==> config.mk <==
export PLATFORM = sky130hd
export DESIGN_NAME = bal_ctrl
export DESIGN_NICKNAME = d
export VERILOG_FILES = /design/src/bal_pkg.sv /design/src/bal_ctrl.sv
export VERILOG_INCLUDE_DIRS = /design/src /design/src/src
export SDC_FILE = /design/constraint.sdc
export NUM_CORES = 1
export LEC_CHECK = 0
export ABC_AREA = 1
export BUFFER_PORTS_ARGS = -buffer_cell sky130_fd_sc_hd__buf_4
export CAP_MARGIN = 20
export CORE_MARGIN = 1.5
export CORE_UTILIZATION = 50
export CTS_CLUSTER_DIAMETER = 80
export DETAILED_ROUTE_END_ITERATION = 8
export PLACE_DENSITY = 0.74
export SYNTH_ARGS = -nofsm -noshare
export SYNTH_HDL_FRONTEND = slang
export SYNTH_SLANG_ARGS = --single-unit
==> constraint.sdc <==
create_clock -name clk -period 10.6 [get_ports clk]
set_input_delay 0 -clock clk [delete_from_list [all_inputs] [get_ports clk]]
set_output_delay 0 -clock clk [all_outputs]
set_load 0.02 [all_outputs]
==> src/bounded_array_list_core_macros.svh <==
// ----------------------------------------------------------------------------
// bounded_array_list_core_macros.svh
// Assertion shorthands for the bounded array list core.
// ----------------------------------------------------------------------------
`ifndef BOUNDED_ARRAY_LIST_CORE_MACROS_SVH
`define BOUNDED_ARRAY_LIST_CORE_MACROS_SVH

// Same-cycle implication, sampled on clk, off during rst.
`define BAL_ASSERT_IMPL(lbl, ante, cons, msg) \
  lbl: assert property (@(posedge clk) disable iff (rst) (ante) |-> (cons)) \
    else $error(msg);

// Next-cycle implication, sampled on clk, off during rst.
`define BAL_ASSERT_NEXT(lbl, ante, cons, msg) \
  lbl: assert property (@(posedge clk) disable iff (rst) (ante) |=> (cons)) \
    else $error(msg);

`endif

==> src/bal_pkg.sv <==
// ----------------------------------------------------------------------------
// bal_pkg
// Shared types and constants of the bounded array list core.
// ----------------------------------------------------------------------------
`timescale 1ns / 1ps
`default_nettype none

package bal_pkg;

  localparam int DATA_W = 32;
  localparam int POS_W  = 8;
  localparam int CNT_W  = 9;
  localparam int OP_W   = 3;

  // Capacity after reset
  localparam logic [CNT_W-1:0] CAP_RESET  = 9'd256;
  // found_at code for "no match" (-1 in 9 bits)
  localparam logic [CNT_W-1:0] FOUND_NONE = 9'h1FF;

  typedef enum logic [OP_W-1:0] {
    OP_APPEND  = 3'd0,
    OP_INSERT  = 3'd1,
    OP_PREPEND = 3'd2,
    OP_POP     = 3'd3,
    OP_READ    = 3'd4,
    OP_FIND    = 3'd5,
    OP_DELETE  = 3'd6,
    OP_REMOVE  = 3'd7
  } op_t;

  // One request word
  typedef struct packed {
    op_t                op;
    logic [POS_W-1:0]   pos;
    logic [DATA_W-1:0]  val;
  } req_t;

  // One result word
  typedef struct packed {
    logic [DATA_W-1:0]  data;
    logic [CNT_W-1:0]   found_at;
    logic               status;
    logic [CNT_W-1:0]   entries;
  } res_t;

endpackage

`default_nettype wire

==> src/bal_ctrl.sv <==
// ----------------------------------------------------------------------------
// bal_ctrl
// Request sequencer: walks the store one entry per cycle through a shared
// compare and index step for shifts, searches and compaction.
// ----------------------------------------------------------------------------
`timescale 1ns / 1ps
`default_nettype none

`include "bounded_array_list_core_macros.svh"

module bal_ctrl #(
  parameter int DEPTH = 256,
  parameter int AW    = $clog2(DEPTH)
) (
  input  wire logic                       clk,
  input  wire logic                       rst,
  input  wire logic [bal_pkg::CNT_W-1:0]  capacity,
  // request side
  input  wire logic                       req_valid,
  input  wire bal_pkg::req_t              req,
  output logic                            req_ready,
  // result side
  output logic                            res_valid,
  output bal_pkg::res_t                   res,
  input  wire logic                       res_take,
  // store port
  output logic                            mem_we,
  output logic      [AW-1:0]              mem_waddr,
  output logic      [bal_pkg::DATA_W-1:0] mem_wdata,
  output logic                            mem_re,
  output logic      [AW-1:0]              mem_raddr,
  input  wire logic [bal_pkg::DATA_W-1:0] mem_rdata
);
  import bal_pkg::*;

  typedef enum logic [2:0] {
    ST_IDLE,
    ST_DECIDE,
    ST_SCAN,
    ST_PUT,
    ST_RDWAIT,
    ST_FINISH
  } state_t;

  localparam logic [CNT_W-1:0] ONE = CNT_W'(1);

  // List index to store address (zero-extend or trim)
  function automatic logic [AW-1:0] to_addr(input logic [CNT_W-1:0] idx);
    logic [CNT_W+AW-1:0] wide;
    wide = {{AW{1'b0}}, idx};
    return wide[AW-1:0];
  endfunction

  state_t            state, state_next;
  op_t               op, op_next;
  logic [POS_W-1:0]  pos, pos_next;
  logic [DATA_W-1:0] val, val_next;
  logic [CNT_W-1:0]  rp, rp_next;       // next index to read
  logic [CNT_W-1:0]  pi, pi_next;       // index of the word in flight
  logic [CNT_W-1:0]  wp, wp_next;       // compaction write index
  logic              pend, pend_next;   // read data returns this cycle
  logic              issuing, issuing_next;
  logic              hit, hit_next;
  logic [DATA_W-1:0] data, data_next;
  logic [CNT_W-1:0]  found, found_next;
  logic              refused, refused_next;
  logic [CNT_W-1:0]  count, count_next;

  logic [CNT_W-1:0]  ins_pos;
  logic [CNT_W-1:0]  pos_ext;
  logic              room;
  logic              count_fits;
  logic              cmp_eq;
  logic              walk_down;

  // Shared step: compare and limit checks
  assign pos_ext    = {1'b0, pos};
  assign ins_pos    = (op == OP_PREPEND) ? '0 : pos_ext;
  assign count_fits = {{(32-CNT_W){1'b0}}, count} < 32'(DEPTH);
  assign room       = (count < capacity) && count_fits;
  assign cmp_eq     = (mem_rdata == val);
  assign walk_down  = (op == OP_INSERT) || (op == OP_PREPEND);

  assign req_ready = (state == ST_IDLE);
  assign res_valid = (state == ST_FINISH);
  assign res       = '{data: data, found_at: found, status: refused, entries: count};

  // Sequencer next state
  always_comb begin
    state_next   = state;
    op_next      = op;
    pos_next     = pos;
    val_next     = val;
    rp_next      = rp;
    pi_next      = pi;
    wp_next      = wp;
    pend_next    = pend;
    issuing_next = issuing;
    hit_next     = hit;
    data_next    = data;
    found_next   = found;
    refused_next = refused;
    count_next   = count;
    mem_we       = 1'b0;
    mem_waddr    = '0;
    mem_wdata    = val;
    mem_re       = 1'b0;
    mem_raddr    = '0;

    case (state)
      ST_IDLE: begin
        if (req_valid) begin
          op_next      = req.op;
          pos_next     = req.pos;
          val_next     = req.val;
          data_next    = '0;
          found_next   = FOUND_NONE;
          refused_next = 1'b1;
          hit_next     = 1'b0;
          state_next   = ST_DECIDE;
        end
      end

      ST_DECIDE: begin
        state_next = ST_FINISH;
        case (op)
          OP_APPEND: begin
            if (room) begin
              mem_we       = 1'b1;
              mem_waddr    = to_addr(count);
              count_next   = count + ONE;
              refused_next = 1'b0;
            end
          end
          OP_INSERT, OP_PREPEND: begin
            if (room && (ins_pos <= count)) begin
              refused_next = 1'b0;
              if (ins_pos == count) begin
                mem_we     = 1'b1;
                mem_waddr  = to_addr(ins_pos);
                count_next = count + ONE;
              end else begin
                rp_next      = count - ONE;
                issuing_next = 1'b1;
                state_next   = ST_SCAN;
              end
            end
          end
          OP_POP: begin
            if (count != '0) begin
              mem_re       = 1'b1;
              mem_raddr    = to_addr(count - ONE);
              count_next   = count - ONE;
              refused_next = 1'b0;
              state_next   = ST_RDWAIT;
            end
          end
          OP_READ: begin
            if (pos_ext < count) begin
              mem_re       = 1'b1;
              mem_raddr    = to_addr(pos_ext);
              refused_next = 1'b0;
              state_next   = ST_RDWAIT;
            end
          end
          OP_FIND, OP_REMOVE: begin
            if (count != '0) begin
              rp_next      = '0;
              wp_next      = '0;
              issuing_next = 1'b1;
              state_next   = ST_SCAN;
            end
          end
          OP_DELETE: begin
            if (pos_ext < count) begin
              refused_next = 1'b0;
              if (pos_ext + ONE == count) begin
                count_next = count - ONE;
              end else begin
                rp_next      = pos_ext + ONE;
                issuing_next = 1'b1;
                state_next   = ST_SCAN;
              end
            end
          end
          default: begin
            state_next = ST_FINISH;
          end
        endcase
      end

      ST_SCAN: begin
        // read side: one entry per cycle
        if (issuing) begin
          mem_re    = 1'b1;
          mem_raddr = to_addr(rp);
          pend_next = 1'b1;
          pi_next   = rp;
          if (walk_down) begin
            if (rp == ins_pos) issuing_next = 1'b0;
            else               rp_next      = rp - ONE;
          end else begin
            if (rp + ONE == count) issuing_next = 1'b0;
            else                   rp_next      = rp + ONE;
          end
        end else begin
          pend_next = 1'b0;
        end

        // return side: move or compare the word read last cycle
        if (pend) begin
          case (op)
            OP_INSERT, OP_PREPEND: begin
              mem_we    = 1'b1;
              mem_waddr = to_addr(pi + ONE);
              mem_wdata = mem_rdata;
            end
            OP_DELETE: begin
              mem_we    = 1'b1;
              mem_waddr = to_addr(pi - ONE);
              mem_wdata = mem_rdata;
            end
            OP_REMOVE: begin
              if (cmp_eq) begin
                hit_next = 1'b1;
              end else begin
                mem_we    = 1'b1;
                mem_waddr = to_addr(wp);
                mem_wdata = mem_rdata;
                wp_next   = wp + ONE;
              end
            end
            OP_FIND: begin
              if (cmp_eq) begin
                hit_next     = 1'b1;
                found_next   = pi;
                issuing_next = 1'b0;
                pend_next    = 1'b0;
              end
            end
            default: begin
              mem_we = 1'b0;
            end
          endcase
        end

        // walk finished
        if (!issuing && !pend) begin
          state_next = ST_FINISH;
          case (op)
            OP_INSERT, OP_PREPEND: state_next = ST_PUT;
            OP_DELETE:             count_next = count - ONE;
            OP_REMOVE: begin
              count_next   = wp;
              refused_next = !hit;
            end
            OP_FIND:               refused_next = !hit;
            default:               state_next = ST_FINISH;
          endcase
        end
      end

      ST_PUT: begin
        mem_we     = 1'b1;
        mem_waddr  = to_addr(ins_pos);
        count_next = count + ONE;
        state_next = ST_FINISH;
      end

      ST_RDWAIT: begin
        data_next  = mem_rdata;
        state_next = ST_FINISH;
      end

      ST_FINISH: begin
        if (res_take) state_next = ST_IDLE;
      end

      default: begin
        state_next = ST_IDLE;
      end
    endcase
  end

  // State and result registers
  always_ff @(posedge clk) begin
    if (rst) begin
      state   <= ST_IDLE;
      count   <= '0;
      pend    <= 1'b0;
      issuing <= 1'b0;
    end else begin
      state   <= state_next;
      count   <= count_next;
      pend    <= pend_next;
      issuing <= issuing_next;
    end
    op      <= op_next;
    pos     <= pos_next;
    val     <= val_next;
    rp      <= rp_next;
    pi      <= pi_next;
    wp      <= wp_next;
    hit     <= hit_next;
    data    <= data_next;
    found   <= found_next;
    refused <= refused_next;
  end

  // Checks
  `BAL_ASSERT_IMPL(a_count_fits, 1'b1, count_fits || ({{(32-CNT_W){1'b0}}, count} == 32'(DEPTH)), "entry count above store depth")
  `BAL_ASSERT_IMPL(a_pend_in_scan, pend, state == ST_SCAN, "read in flight outside a walk")
  `BAL_ASSERT_NEXT(a_idle_count, state == ST_IDLE, $stable(count), "entry count moved while idle")
  `BAL_ASSERT_IMPL(a_found_none, (state == ST_FINISH) && ((op != OP_FIND) || refused), found == FOUND_NONE, "position reported without a find hit")

endmodule

`default_nettype wire

# Yosys cells after proc, flatten, opt, wreduce, memory -nomap -nowiden
# Index checks and enable logic that the tools add are counted.
# Widths: inputs -> output; s select.
# totals
inputBits	88
ff_bits	127
output_inout_bits	103
wordCells	210
# op_classes
reduce_logical	31
add_sub_neg	8
magnitude_cmp	4
muxes	108
n_eq_ne	45
# op_table
operator	n
$mux 9	24
$mux 32	4
$pmux 32 s2	2
$mux 8	9
$pmux 9 s2	4
$pmux 9 s3	2
$pmux 8 s2	3
$pmux 8 s3	2
$ne 3x3->1 const B	13
$mux 1	36
$pmux 9 s4	1
$eq 32x32->1	1
$pmux 3 s5	2
$add 9x1->9 const B	3
$mux 3	9
$ne 2x2->1 const B	10
$reduce_and 10->1	2
$eq 3x3->1 const B	6
$eq 9x9->1	2
$sub 9x1->9 const B	2
$eq 3x2->1 const B	4
$pmux 1 s2	6
$ne 5x3->1 const B	2
$reduce_and 5->1	2
other kinds (28)	45

# Logic depth before layout (Yosys ltp)
# Gate-level depths: netlist of run 1.
# logic_depth
word_depth	10
mapped_depth	19
ltp_nobuf	18

# Worst setup path after synthesis of run 1
# No wires, ideal clock.
# synth_path
path_kind	register -> register
startpoint	register state[2]
endpoint	register data[0] (enable)
required_time_ns	10.213
path_buffers	0
arrival_ns	3.665
synth_period_minus_slack_ns	4.052
stages_incl_launch_ff	8
setup_time_ns	0.387
path_slack_ns	6.548
path_cell_list	dfxtp_1 > nor2_1 > clkinv_1 > nor2_1 > inv_1 > nor2_1 > nor2_1 > inv_1
# synth_between
elab_chain_len	3
elab_cells_between_ends	5
classes_between	eq/ne: 2; reduce/logical: 3
# synth_lines
element	line	source
start, declared	bal_ctrl.sv:54	state_t state, state_next;
start signal, assigned	bal_ctrl.sv:293	state <= state_next;
$logic_not 3->1 *	-	
via req_ready	bal_ctrl.sv:21	output logic req_ready,
$ne 2x2->1 (no source line) / $reduce_bool 2->1 (equally long branches)	-	
$reduce_and 2->1 (no source line) *	-	
end signal, assigned	bal_ctrl.sv:305	data <= data_next;
end, declared	bal_ctrl.sv:64	logic [DATA_W-1:0] data, data_next;
# The timed path passes the listed nets; every way through them passes the cells marked *.
# A chain may end at the register's enable or synchronous reset.

# Worst setup path in the final report of run 1
# layout_path
startpoint	register op[0]
endpoint	output mem_waddr[7]
# layout_between
elab_chain_len	7
elab_cells_between_ends	16
classes_between	order compare: 1; eq/ne: 5; mux: 7; reduce/logical: 3
# layout_lines
element	line	source
start, declared	bal_ctrl.sv:55	op_t op, op_next;
start signal, assigned	bal_ctrl.sv:298	op <= op_next;
$eq 3x2->1	bal_ctrl.sv:78, bal_ctrl.sv:126, bal_ctrl.sv:212	
$mux 8	bal_ctrl.sv:78	assign ins_pos = (op == OP_PREPEND) ? '0 : pos_ext;
$le 8x9->1 / $eq 8x9->1 (equally long branches)	bal_ctrl.sv:136, bal_ctrl.sv:138	
$logic_and 1x1->1 / $mux 8 (equally long branches)	bal_ctrl.sv:136, bal_ctrl.sv:138	
$mux 8	bal_ctrl.sv:136	if (room && (ins_pos <= count)) begin
$pmux 8 s2	bal_ctrl.sv:126	case (op)
$pmux 8 s3 *	bal_ctrl.sv:110	case (state)
end, declared	bal_ctrl.sv:28	output logic [AW-1:0] mem_waddr,
# Mark *: on every way between the ends. The rest lies on a longest branch, timed or not.

==> metrics.csv, run 1 <==
stage,metric,value,unit
run_status,outcome,"finished, final reports clean",
timing,clk_skew,0.00974,ns
synth,Synth area leader,edfxtp_1,
cells_and_area,Area Overhead vs Synth,34.1,%
timing,Period minus WS final,3.60,ns
synth,top cell type's share of synthesized area,39.1,%
cells_and_area,diode count,0,
clock_network,Clock Sink Count,127,
route,drt wl/cell,19.2,um
route,total wire length,30900,um
job,MaxCap Viol Count,0,
cells_and_area,fin util,68.0,%
synth,adder and majority gate portion of the synthesized area,5.27,%
worst_setup_path,r2r setup slk,7.04,ns
clock_network,CTS tree,built,
die,DIE HEIGHT,135,um
synth,Synth Area in Compound Gates,12.2,%
worst_setup_path,Critical Path RT,10.60,ns
worst_setup_path,Worst R2R End,rp[4],
power_and_ir_drop,Power Density,267,nW/um^2
synth,Mapped Area,8680,sq um
clock_network,Skew-Pair Late Insertion Delay,0.43,ns
worst_setup_path,r2r startpoint,op[1],
placement,IO buf count,190,
die,# rows,48,
timing,unrepaired setup endpoints after global routing,false,
die,IO Pins,191,
route,vias,8948,
synth,total of warnings raised by yosys,0,
placement,GP Congestion,1.01,
clock_network,CTS H-tree depth,4,
placement,Place WS,7.14,ns
timing,Final setup viols,0,
timing,slew margin rel.,37.0,%
grt,first-pass GRT wire length,46700,um
grt,global route total overflow,0,
power_and_ir_drop,P_leak,5.26,nW
placement,detailed placer's ending HPWL,22600,um
timing,worst setup margin,7.00,ns
route,"antenna viol nets, final",0,
synth,register bit count reported by yosys,127,
synth,Post-synth EDFFs,113,
route,residual DRC count,0,
worst_setup_path,startpoint type of the worst setup path,register,
timing,final hold violations,0,
timing,Final period util,33.9,%
clock_network,clk slew on worst S/H paths,0.05,ns
timing,Min Hold Slack,0.123,ns
worst_setup_path,Crit Path Class,register to output port,
cells_and_area,Layout Nets,1494,
synth,post-synthesis xor/xnor area fraction,4.84,%
cells_and_area,Final Instance Area,11600,sq um
synth,Synth area leaders,"edfxtp_1 39%, nand2_1 10%, nor2_1 6.3%",
synth,library cells used by synthesis,51,
route,vias per std cell,5.56,
synth,Post-synth ARST share,0,%
grt,vias in the first global route,8482,
clock_network,Root Driver,clkbuf_16,
route,DR iter-0 viols,941,
timing,fmax,278,MHz
grt,pin count of the biggest net entering global routing,45,
die,die area,18200,sq um
timing,TNS Setup,0,ns
worst_setup_path,Critical Path AT,3.60,ns
clock_network,number of CTS-inserted buffers,17,
worst_setup_path,Worst R2R Path Depth,14,
worst_setup_path,Setup crit start,op[0],
synth,simple-gate portion of the synthesized area,26.6,%
die,Die W,135,um
synth,sequential share of the synthesized area,42.3,%
synth,mux share of post-synthesis cell area,0,%
timing,Max Slew Vio Count,0,
die,Initial Util,50.7,%
timing,worst-margin pin slew,0.945,ns
clock_network,CTS Buffer Depth,2,
synth,Main synth FF type,edfxtp_1,
route,Pre-Repair DR Iteration Count,6,
placement,placed cell area,10300,sq um
cells_and_area,share of layout cells above drive strength 1,20.7,%
synth,Syn Nets,1231,
worst_setup_path,crit path capture,mem_waddr[7],
grt,initial antenna violation count,0,
synth,synthesized area per cell,7.85,sq um
synth,Post-Synthesis Cells,1107,
power_and_ir_drop,maximum vdd drop,139,uV
synth,largest family of logic cells by synthesized area,simple AND/OR/NAND/NOR gates,
worst_setup_path,crit path capture type,output port,
worst_setup_path,Worst Path Max Fanout,10,
die,Core Box Area,17100,sq um
min_path,Hold Crit Class,input port to register,
grt,aggregate global-route resource usage,34.2,%
-- layout by cell type (no fill, tap or decap), types with 4 or more instances in the layout --
cell type and instances:
nand2_1 239, buf_4 199, nor2_1 145, inv_1 136
edfxtp_1 113, dlygate4sd3_1 77, nand3_1 62, a21oi_1 41
o21ai_1 41, ha_1 35, o21ai_0 26, xnor2_1 25
o22ai_1 24, xor2_1 23, nand4_1 21, inv_2 19
clkbuf_16 17, or2_2 14, nor3_1 14, dfxtp_1 14
a22oi_1 11, o221ai_1 9, o211ai_1 9, nor2_2 8
nand2_2 5, nor2_4 5, nand3b_1 5, clkinv_1 4
nor4_1 4, clkinvlp_4 4
-- registers in the layout, indices dropped and copies added, names as in the netlist --
register / cells
rp: 9
val: 32
wp: 9
state: 3
data: 32
pi: 9
pos: 8
issuing: 1
hit: 1
op: 3
refused: 1
found: 9
pend: 1
count: 9
-- what timing repair did --
action                                 CTS  global route
buffers inserted                         0             0
hold buffers                            77             0
gates resized for setup                  0             0
endpoints found under the hold margin   79             0
-- where the power goes --
group	internal, mW	switching, mW	total, mW
logic	0.529	1.03	1.55
clock network	0.346	0.226	0.572
registers	0.794	0.191	0.985
-- synthesized netlist by cell type, drive strengths merged, types with 3 or more instances --
cell type	instances
a22oi	11
nand2	245
nand3b	5
inv	155
xor2	23
or2	14
clkinv	3
xnor2	25
o22ai	24
nor2	158
a21oi	43
o221ai	9
dfxtp	14
nand4	21
ha	35
nor3	15
edfxtp	113
nor4	5
nand3	63
clkbuf	11
o21ai	68
o211ai	9
buf	21
-- layout make-up --
type,count,area [sq um]
fillers,1397,5470
clock inverters,13,139
inverters,158,593
multi-input cells,790,4260
clock buffers,19,433
repair buffers,276,2260
flip-flops and latches,127,3670
well taps,225,282
-- per-layer routing --
layer | vias up | track usage [%] | wire length (um)
li1 | 4243 | - | -
met1 | 4104 | 44.7 | 12500
met2 | 529 | 57.3 | 14700
met3 | 72 | 5.29 | 2800
met4 | 0 | 13.6 | 968
met5 | - | 0 | 0
-- worst min-delay path by stage --
stage,slack (ns),from,to,depth (start not counted)
6_report,0.12,req_valid,state[1],5
4_1_cts,0.12,req_valid,refused,3
5_1_grt,0.14,req_valid,state[1],5
2_1_floorplan,0.07,rst,issuing,1
3_3_place_gp,0.18,req[39],pos[7],1
3_5_place_dp,0.18,req[37],pos[5],1
-- stage by stage --
stage / power, mW / cells
6_report: 3.11 / 1608
3_3_place_gp: 2.47 / 1498
4_1_cts: 3.08 / 1607
5_1_grt: 3.28 / 1608
2_1_floorplan: 1.91 / 1107
3_5_place_dp: 2.48 / 1498
-- critical path: stages (launching register included) --
cell      delay, ns
edfxtp_1       0.49
nor2_1         0.21
nand2_2        0.22
inv_1          0.43
ha_1           0.36
a21oi_1        0.15
nand2_1        0.07
nand2_1        0.08
nand2_1        0.05
a21oi_1        0.15
nor2_1         0.07
o21ai_0        0.22
nand3b_1       0.10
nand3_1        0.10
o21ai_0        0.09
nand2_1        0.08
nand3_1        0.11
buf_4          0.18
-- kinds of logic after synthesis --
logic type / after synthesis
AND/OR/NAND/NOR: 528
buffers and inverters: 190
AO/OA/AOI/OAI: 178
flip-flops: 127
XOR/XNOR: 48
adder cells (fa/ha/maj): 36
Note: power is estimated with default switching activity, not from simulation.
==> run 2: changes to the inputs <==
--- a/config.mk
+++ b/config.mk
@@ -6,14 +6,14 @@
 export SDC_FILE = /design/constraint.sdc
 export NUM_CORES = 1
 export LEC_CHECK = 0
-export ABC_AREA = 1
+export ABC_AREA = 0
 export BUFFER_PORTS_ARGS = -buffer_cell sky130_fd_sc_hd__buf_4
 export CAP_MARGIN = 20
 export CORE_MARGIN = 1.5
 export CORE_UTILIZATION = 50
 export CTS_CLUSTER_DIAMETER = 80
 export DETAILED_ROUTE_END_ITERATION = 8
-export PLACE_DENSITY = 0.74
+export PLACE_DENSITY = 0.77
 export SYNTH_ARGS = -nofsm -noshare
 export SYNTH_HDL_FRONTEND = slang
 export SYNTH_SLANG_ARGS = --single-unit
==> constraint.sdc (replaced) <==
create_clock -name clk -period 3 [get_ports clk]
set_input_delay 0 -clock clk [delete_from_list [all_inputs] [get_ports clk]]
set_output_delay 0 -clock clk [all_outputs]
set_load 0.02 [all_outputs]
==> run 2 against run 1 <==
  * The flow now finishes with violations (setup timing)
  * Highest routed layer is now met5
  * Non-clock buffer count is 137 higher
  * Clock skew is 0.0026 ns higher
  * Critical path type is now register to register
  * First-iteration DRC count is 42% higher
  * Sequential share of layout area is 4.4 points lower
  * Die area is 1.4% higher
  * Critical path depth is 5 lower
  * Worst hold slack worse by 0.058 ns
  * Sequential power grew to 3.4 times the previous value
  * Flip-flop and latch count stayed put
==> metrics.csv, run 2 <==
stage,metric,value,unit,change
die,# rows,48,,unchanged
min_path,Hold Crit Class,input port to register,,
min_path,hold-critical path depth,3,,-2
power_and_ir_drop,Reg power frac,24.9,%,-6.8 points
cells_and_area,Layout Nets,1396,,-6.6%
worst_setup_path,crit path capture type,register,,
die,IO Pins,191,,unchanged
timing,Period minus WS final,3.39,ns,
route,residual DRC count,0,,unchanged
placement,IO buf count,190,,unchanged
timing,Final setup viols,64,,+64
worst_setup_path,Crit Path Class,register to register,,
power_and_ir_drop,NetSw,6.10,mW,+320%
route,DR iter-0 viols,1332,,+42%
route,Pre-Repair DR Iteration Count,7,,+1
grt,initial antenna violation count,3,,+3
synth,library cells used by synthesis,82,,+61%
min_path,Hold Path Sink,refused,,
power_and_ir_drop,maximum vdd drop,694,uV,+400%
synth,register bit count reported by yosys,127,,unchanged
worst_setup_path,startpoint type of the worst setup path,register,,
synth,synthesized area per cell,9.78,sq um,+25%
worst_setup_path,Top Family by Delay on Critical Path,simple AND/OR/NAND/NOR gates,,
synth,top cell type's share of synthesized area,38.5,%,-0.57 points
timing,TNS Setup,-16.33,ns,-16.33 ns
die,Core Box Area,17200,sq um,+0.70%
grt,aggregate global-route resource usage,39.9,%,+5.7 points
cells_and_area,area of the multi-input gates,5270,sq um,+24%
worst_setup_path,r2r startpoint,op[0],,
worst_setup_path,Critical Path Max Stage Delay,0.46,ns,-0.03 ns
clock_network,CTS H-tree depth,4,,unchanged
timing,fmax,295,MHz,
cells_and_area,fin util,78.6,%,+11 points
cells_and_area,Seq. cell area,3680,sq um,+0.10%
worst_setup_path,Worst R2R Path Depth,12,,-2
synth,Synth area leader,edfxtp_1,,
grt,vias in the first global route,9126,,+7.6%
cells_and_area,Largest regs,"data: 32 flops, val: 32 flops",,
timing,Min Hold Slack,0.0647,ns,-0.0579 ns
power_and_ir_drop,P_leak,5.61,nW,+6.7%
clock_network,CTS tree,built,,
min_path,hold path start,req_valid,,
clock_network,CTS Buffer Depth,2,,unchanged
worst_setup_path,Worst R2R End,rp[5],,
timing,clk_skew,0.0123,ns,+0.00256 ns
power_and_ir_drop,Pint,7.31,mW,+340%
grt,global route total overflow,0,,unchanged
clock_network,Clock Sink Count,127,,unchanged
synth,Syn Nets,1025,,-17%
route,vias,9995,,+12%
cells_and_area,"most common cell after layout, fill and taps aside",buf_4,,
power_and_ir_drop,clock power share,16.0,%,-2.4 points
synth,Synth area leaders,"edfxtp_1 39%, xnor2_1 6.6%, ha_1 5.0%",,
cells_and_area,"commonest non-fill, non-tap cells in the layout","284 x buf_4, 113 x edfxtp_1, 77 x dlygate4sd3_1, 70 x nor2_1, 58 x xnor2_1",,
route,vias per std cell,6.61,,+19%
worst_setup_path,WP buf/inv,2,,unchanged
worst_setup_path,Critical Path RT,3.14,ns,-7.46 ns
timing,worst setup margin,-0.390,ns,-7.39 ns
timing,slew margin rel.,45.8,%,+8.8 points
run_status,outcome,"complete, but fails checks",,
route,drt wl/cell,27.5,um,+43%
die,Initial Util,51.1,%,+0.39 points
clock_network,clk slew on worst S/H paths,0.06,ns,about the same
clock_network,Skew-Pair Late Insertion Delay,0.45,ns,+0.02 ns
grt,pin count of the biggest net entering global routing,34,,-24%
synth,Main synth FF type,edfxtp_1,,
synth,total of warnings raised by yosys,0,,unchanged
synth,Post-Synthesis Cells,901,,-19%
synth,top-count cell post-synth,edfxtp_1,,
worst_setup_path,Worst path most repeated cell,or3_4,,
timing,Final period util,113,%,
synth,Post-synth EDFFs,113,,unchanged
timing,Max Slew Vio Count,0,,unchanged
clock_network,Root Driver,clkbuf_16,,
run_status,violated checks,setup timing,,
route,total wire length,41500,um,+34%
cells_and_area,share of layout cells above drive strength 1,38.4,%,+18 points
timing,final hold violations,0,,unchanged
grt,first-pass GRT wire length,54100,um,+16%
power_and_ir_drop,Comb power frac,59.1,%,+9.1 points
worst_setup_path,Critical Path AT,3.53,ns,-0.07 ns
clock_network,number of CTS-inserted buffers,17,,unchanged
cells_and_area,# fillers,996,,-29%
timing,worst-margin pin slew,0.807,ns,-0.138 ns
cells_and_area,Area Overhead vs Synth,53.7,%,
synth,Post-synth ARST share,0,%,unchanged
placement,GP Congestion,1.02,,+1.0%
worst_setup_path,r2r setup slk,-0.39,ns,-7.43 ns
worst_setup_path,Worst Path Max Fanout,6,,-4
synth,Mapped Area,8810,sq um,+1.5%
route,"antenna viol nets, final",0,,unchanged
synth,most frequent cells after synthesis,"113 x edfxtp_1, 73 x nor2_1, 66 x xnor2_1, 55 x nand2_1, 43 x a21oi_1",,
synth,sequential share of the synthesized area,41.7,%,-0.61 points
power_and_ir_drop,Power Density,990,nW/um^2,+270%
die,DIE HEIGHT,136,um,+0.72%
placement,detailed placer's ending HPWL,24900,um,+10%
worst_setup_path,CP max-delay cell,edfxtp_1,,
power_and_ir_drop,switching share of total power,45.5,%,-0.86 points
job,MaxCap Viol Count,0,,unchanged
timing,unrepaired setup endpoints after global routing,true,,
die,die area,18400,sq um,+1.4%
die,Die W,136,um,+0.72%
worst_setup_path,Worst path depth,12,,-5
worst_setup_path,"Cell Chain, Critical Path",buf_6 > nor3b_2 > buf_4 > nor2b_1 > ha_1 > a21o_1 > a211o_1 > o211ai_1 > a31oi_1 > or3_4 > or3_4 > nor2_4,,
[run 2: worst max path at each step]
stage / from / to
floorplan: op[0] / rp[0]
global placement: op[0] / rp[3]
detailed placement: op[0] / rp[2]
CTS: op[0] / rp[1]
global route: op[0] / rp[1]
finish: op[0] / rp[5]
[run 2: area by class of cell]
type | instances | share of cell area (%)
antenna | 2 | 0.0369
clock buffer | 17 | 3.14
clock inverter | 15 | 1.17
inverter | 40 | 1.11
multi-input combinational | 673 | 38.9
sequential | 127 | 27.1
tap | 225 | 2.08
timing repair buffer | 413 | 26.4
[run 2: worst reg2reg max path: stages, from the launching register on]
cell	delay (ns)
edfxtp_1	0.46
buf_6	0.16
nor3b_2	0.16
buf_4	0.17
nor2b_1	0.05
ha_1	0.31
a21o_1	0.19
a211o_1	0.25
o211ai_1	0.15
a31oi_1	0.16
or3_4	0.40
or3_4	0.42
nor2_4	0.19
[run 2: timing repair]
item	CTS	global route
cloned	1	6
setup buffers	22	15
endpoints found under the setup margin	70	73
gates resized for setup	67	89
hold buffers	77	0
hold endpoints to repair	82	0
pin swaps	44	40
[run 2: cells by family (layout without fill, tap and decap cells)]
group | after synthesis | after routing | synth area share (%)
simple gates | 316 | 317 | 18.9
compound gates | 195 | 195 | 15.6
flops | 127 | 127 | 41.7
buf+inv | 102 | 485 | 4.70
xor+xnor | 86 | 86 | 9.03
mux | 39 | 39 | 4.90
fa+ha+maj | 36 | 36 | 5.20
other cells | 0 | 2 | 0
[run 2: metrics by stage]
stage          setup WS, ns  std cells  cell area, sq um  power, mW
2_1_floorplan        -0.452        901              8870       7.07
4_1_cts              -0.384       1491             12900       12.3
3_5_place_dp         -0.357       1360             11100       9.72
3_3_place_gp         -0.291       1360             11100       9.64
6_report             -0.390       1512             13500       13.4
5_1_grt              -0.500       1512             13500       13.8
[run 2: power by group through the flow]
stage | logic, mW | registers (mW) | clock network, mW
floorplan | 3.69 | 3.38 | 0
global placement | 6.41 | 3.23 | 0
detailed placement | 6.46 | 3.26 | 0
CTS | 7.04 | 3.22 | 2.09
global route | 8.25 | 3.35 | 2.21
finish | 7.93 | 3.33 | 2.15
[run 2: routing by layer]
layer  vias up  wire length, um  GRT usage, %
met3       277             5260          10.2
met2       947            19100          65.5
li1       4103                -             -
met4         2             3030          19.2
met5         -               13             0
met1      4666            14100          48.9
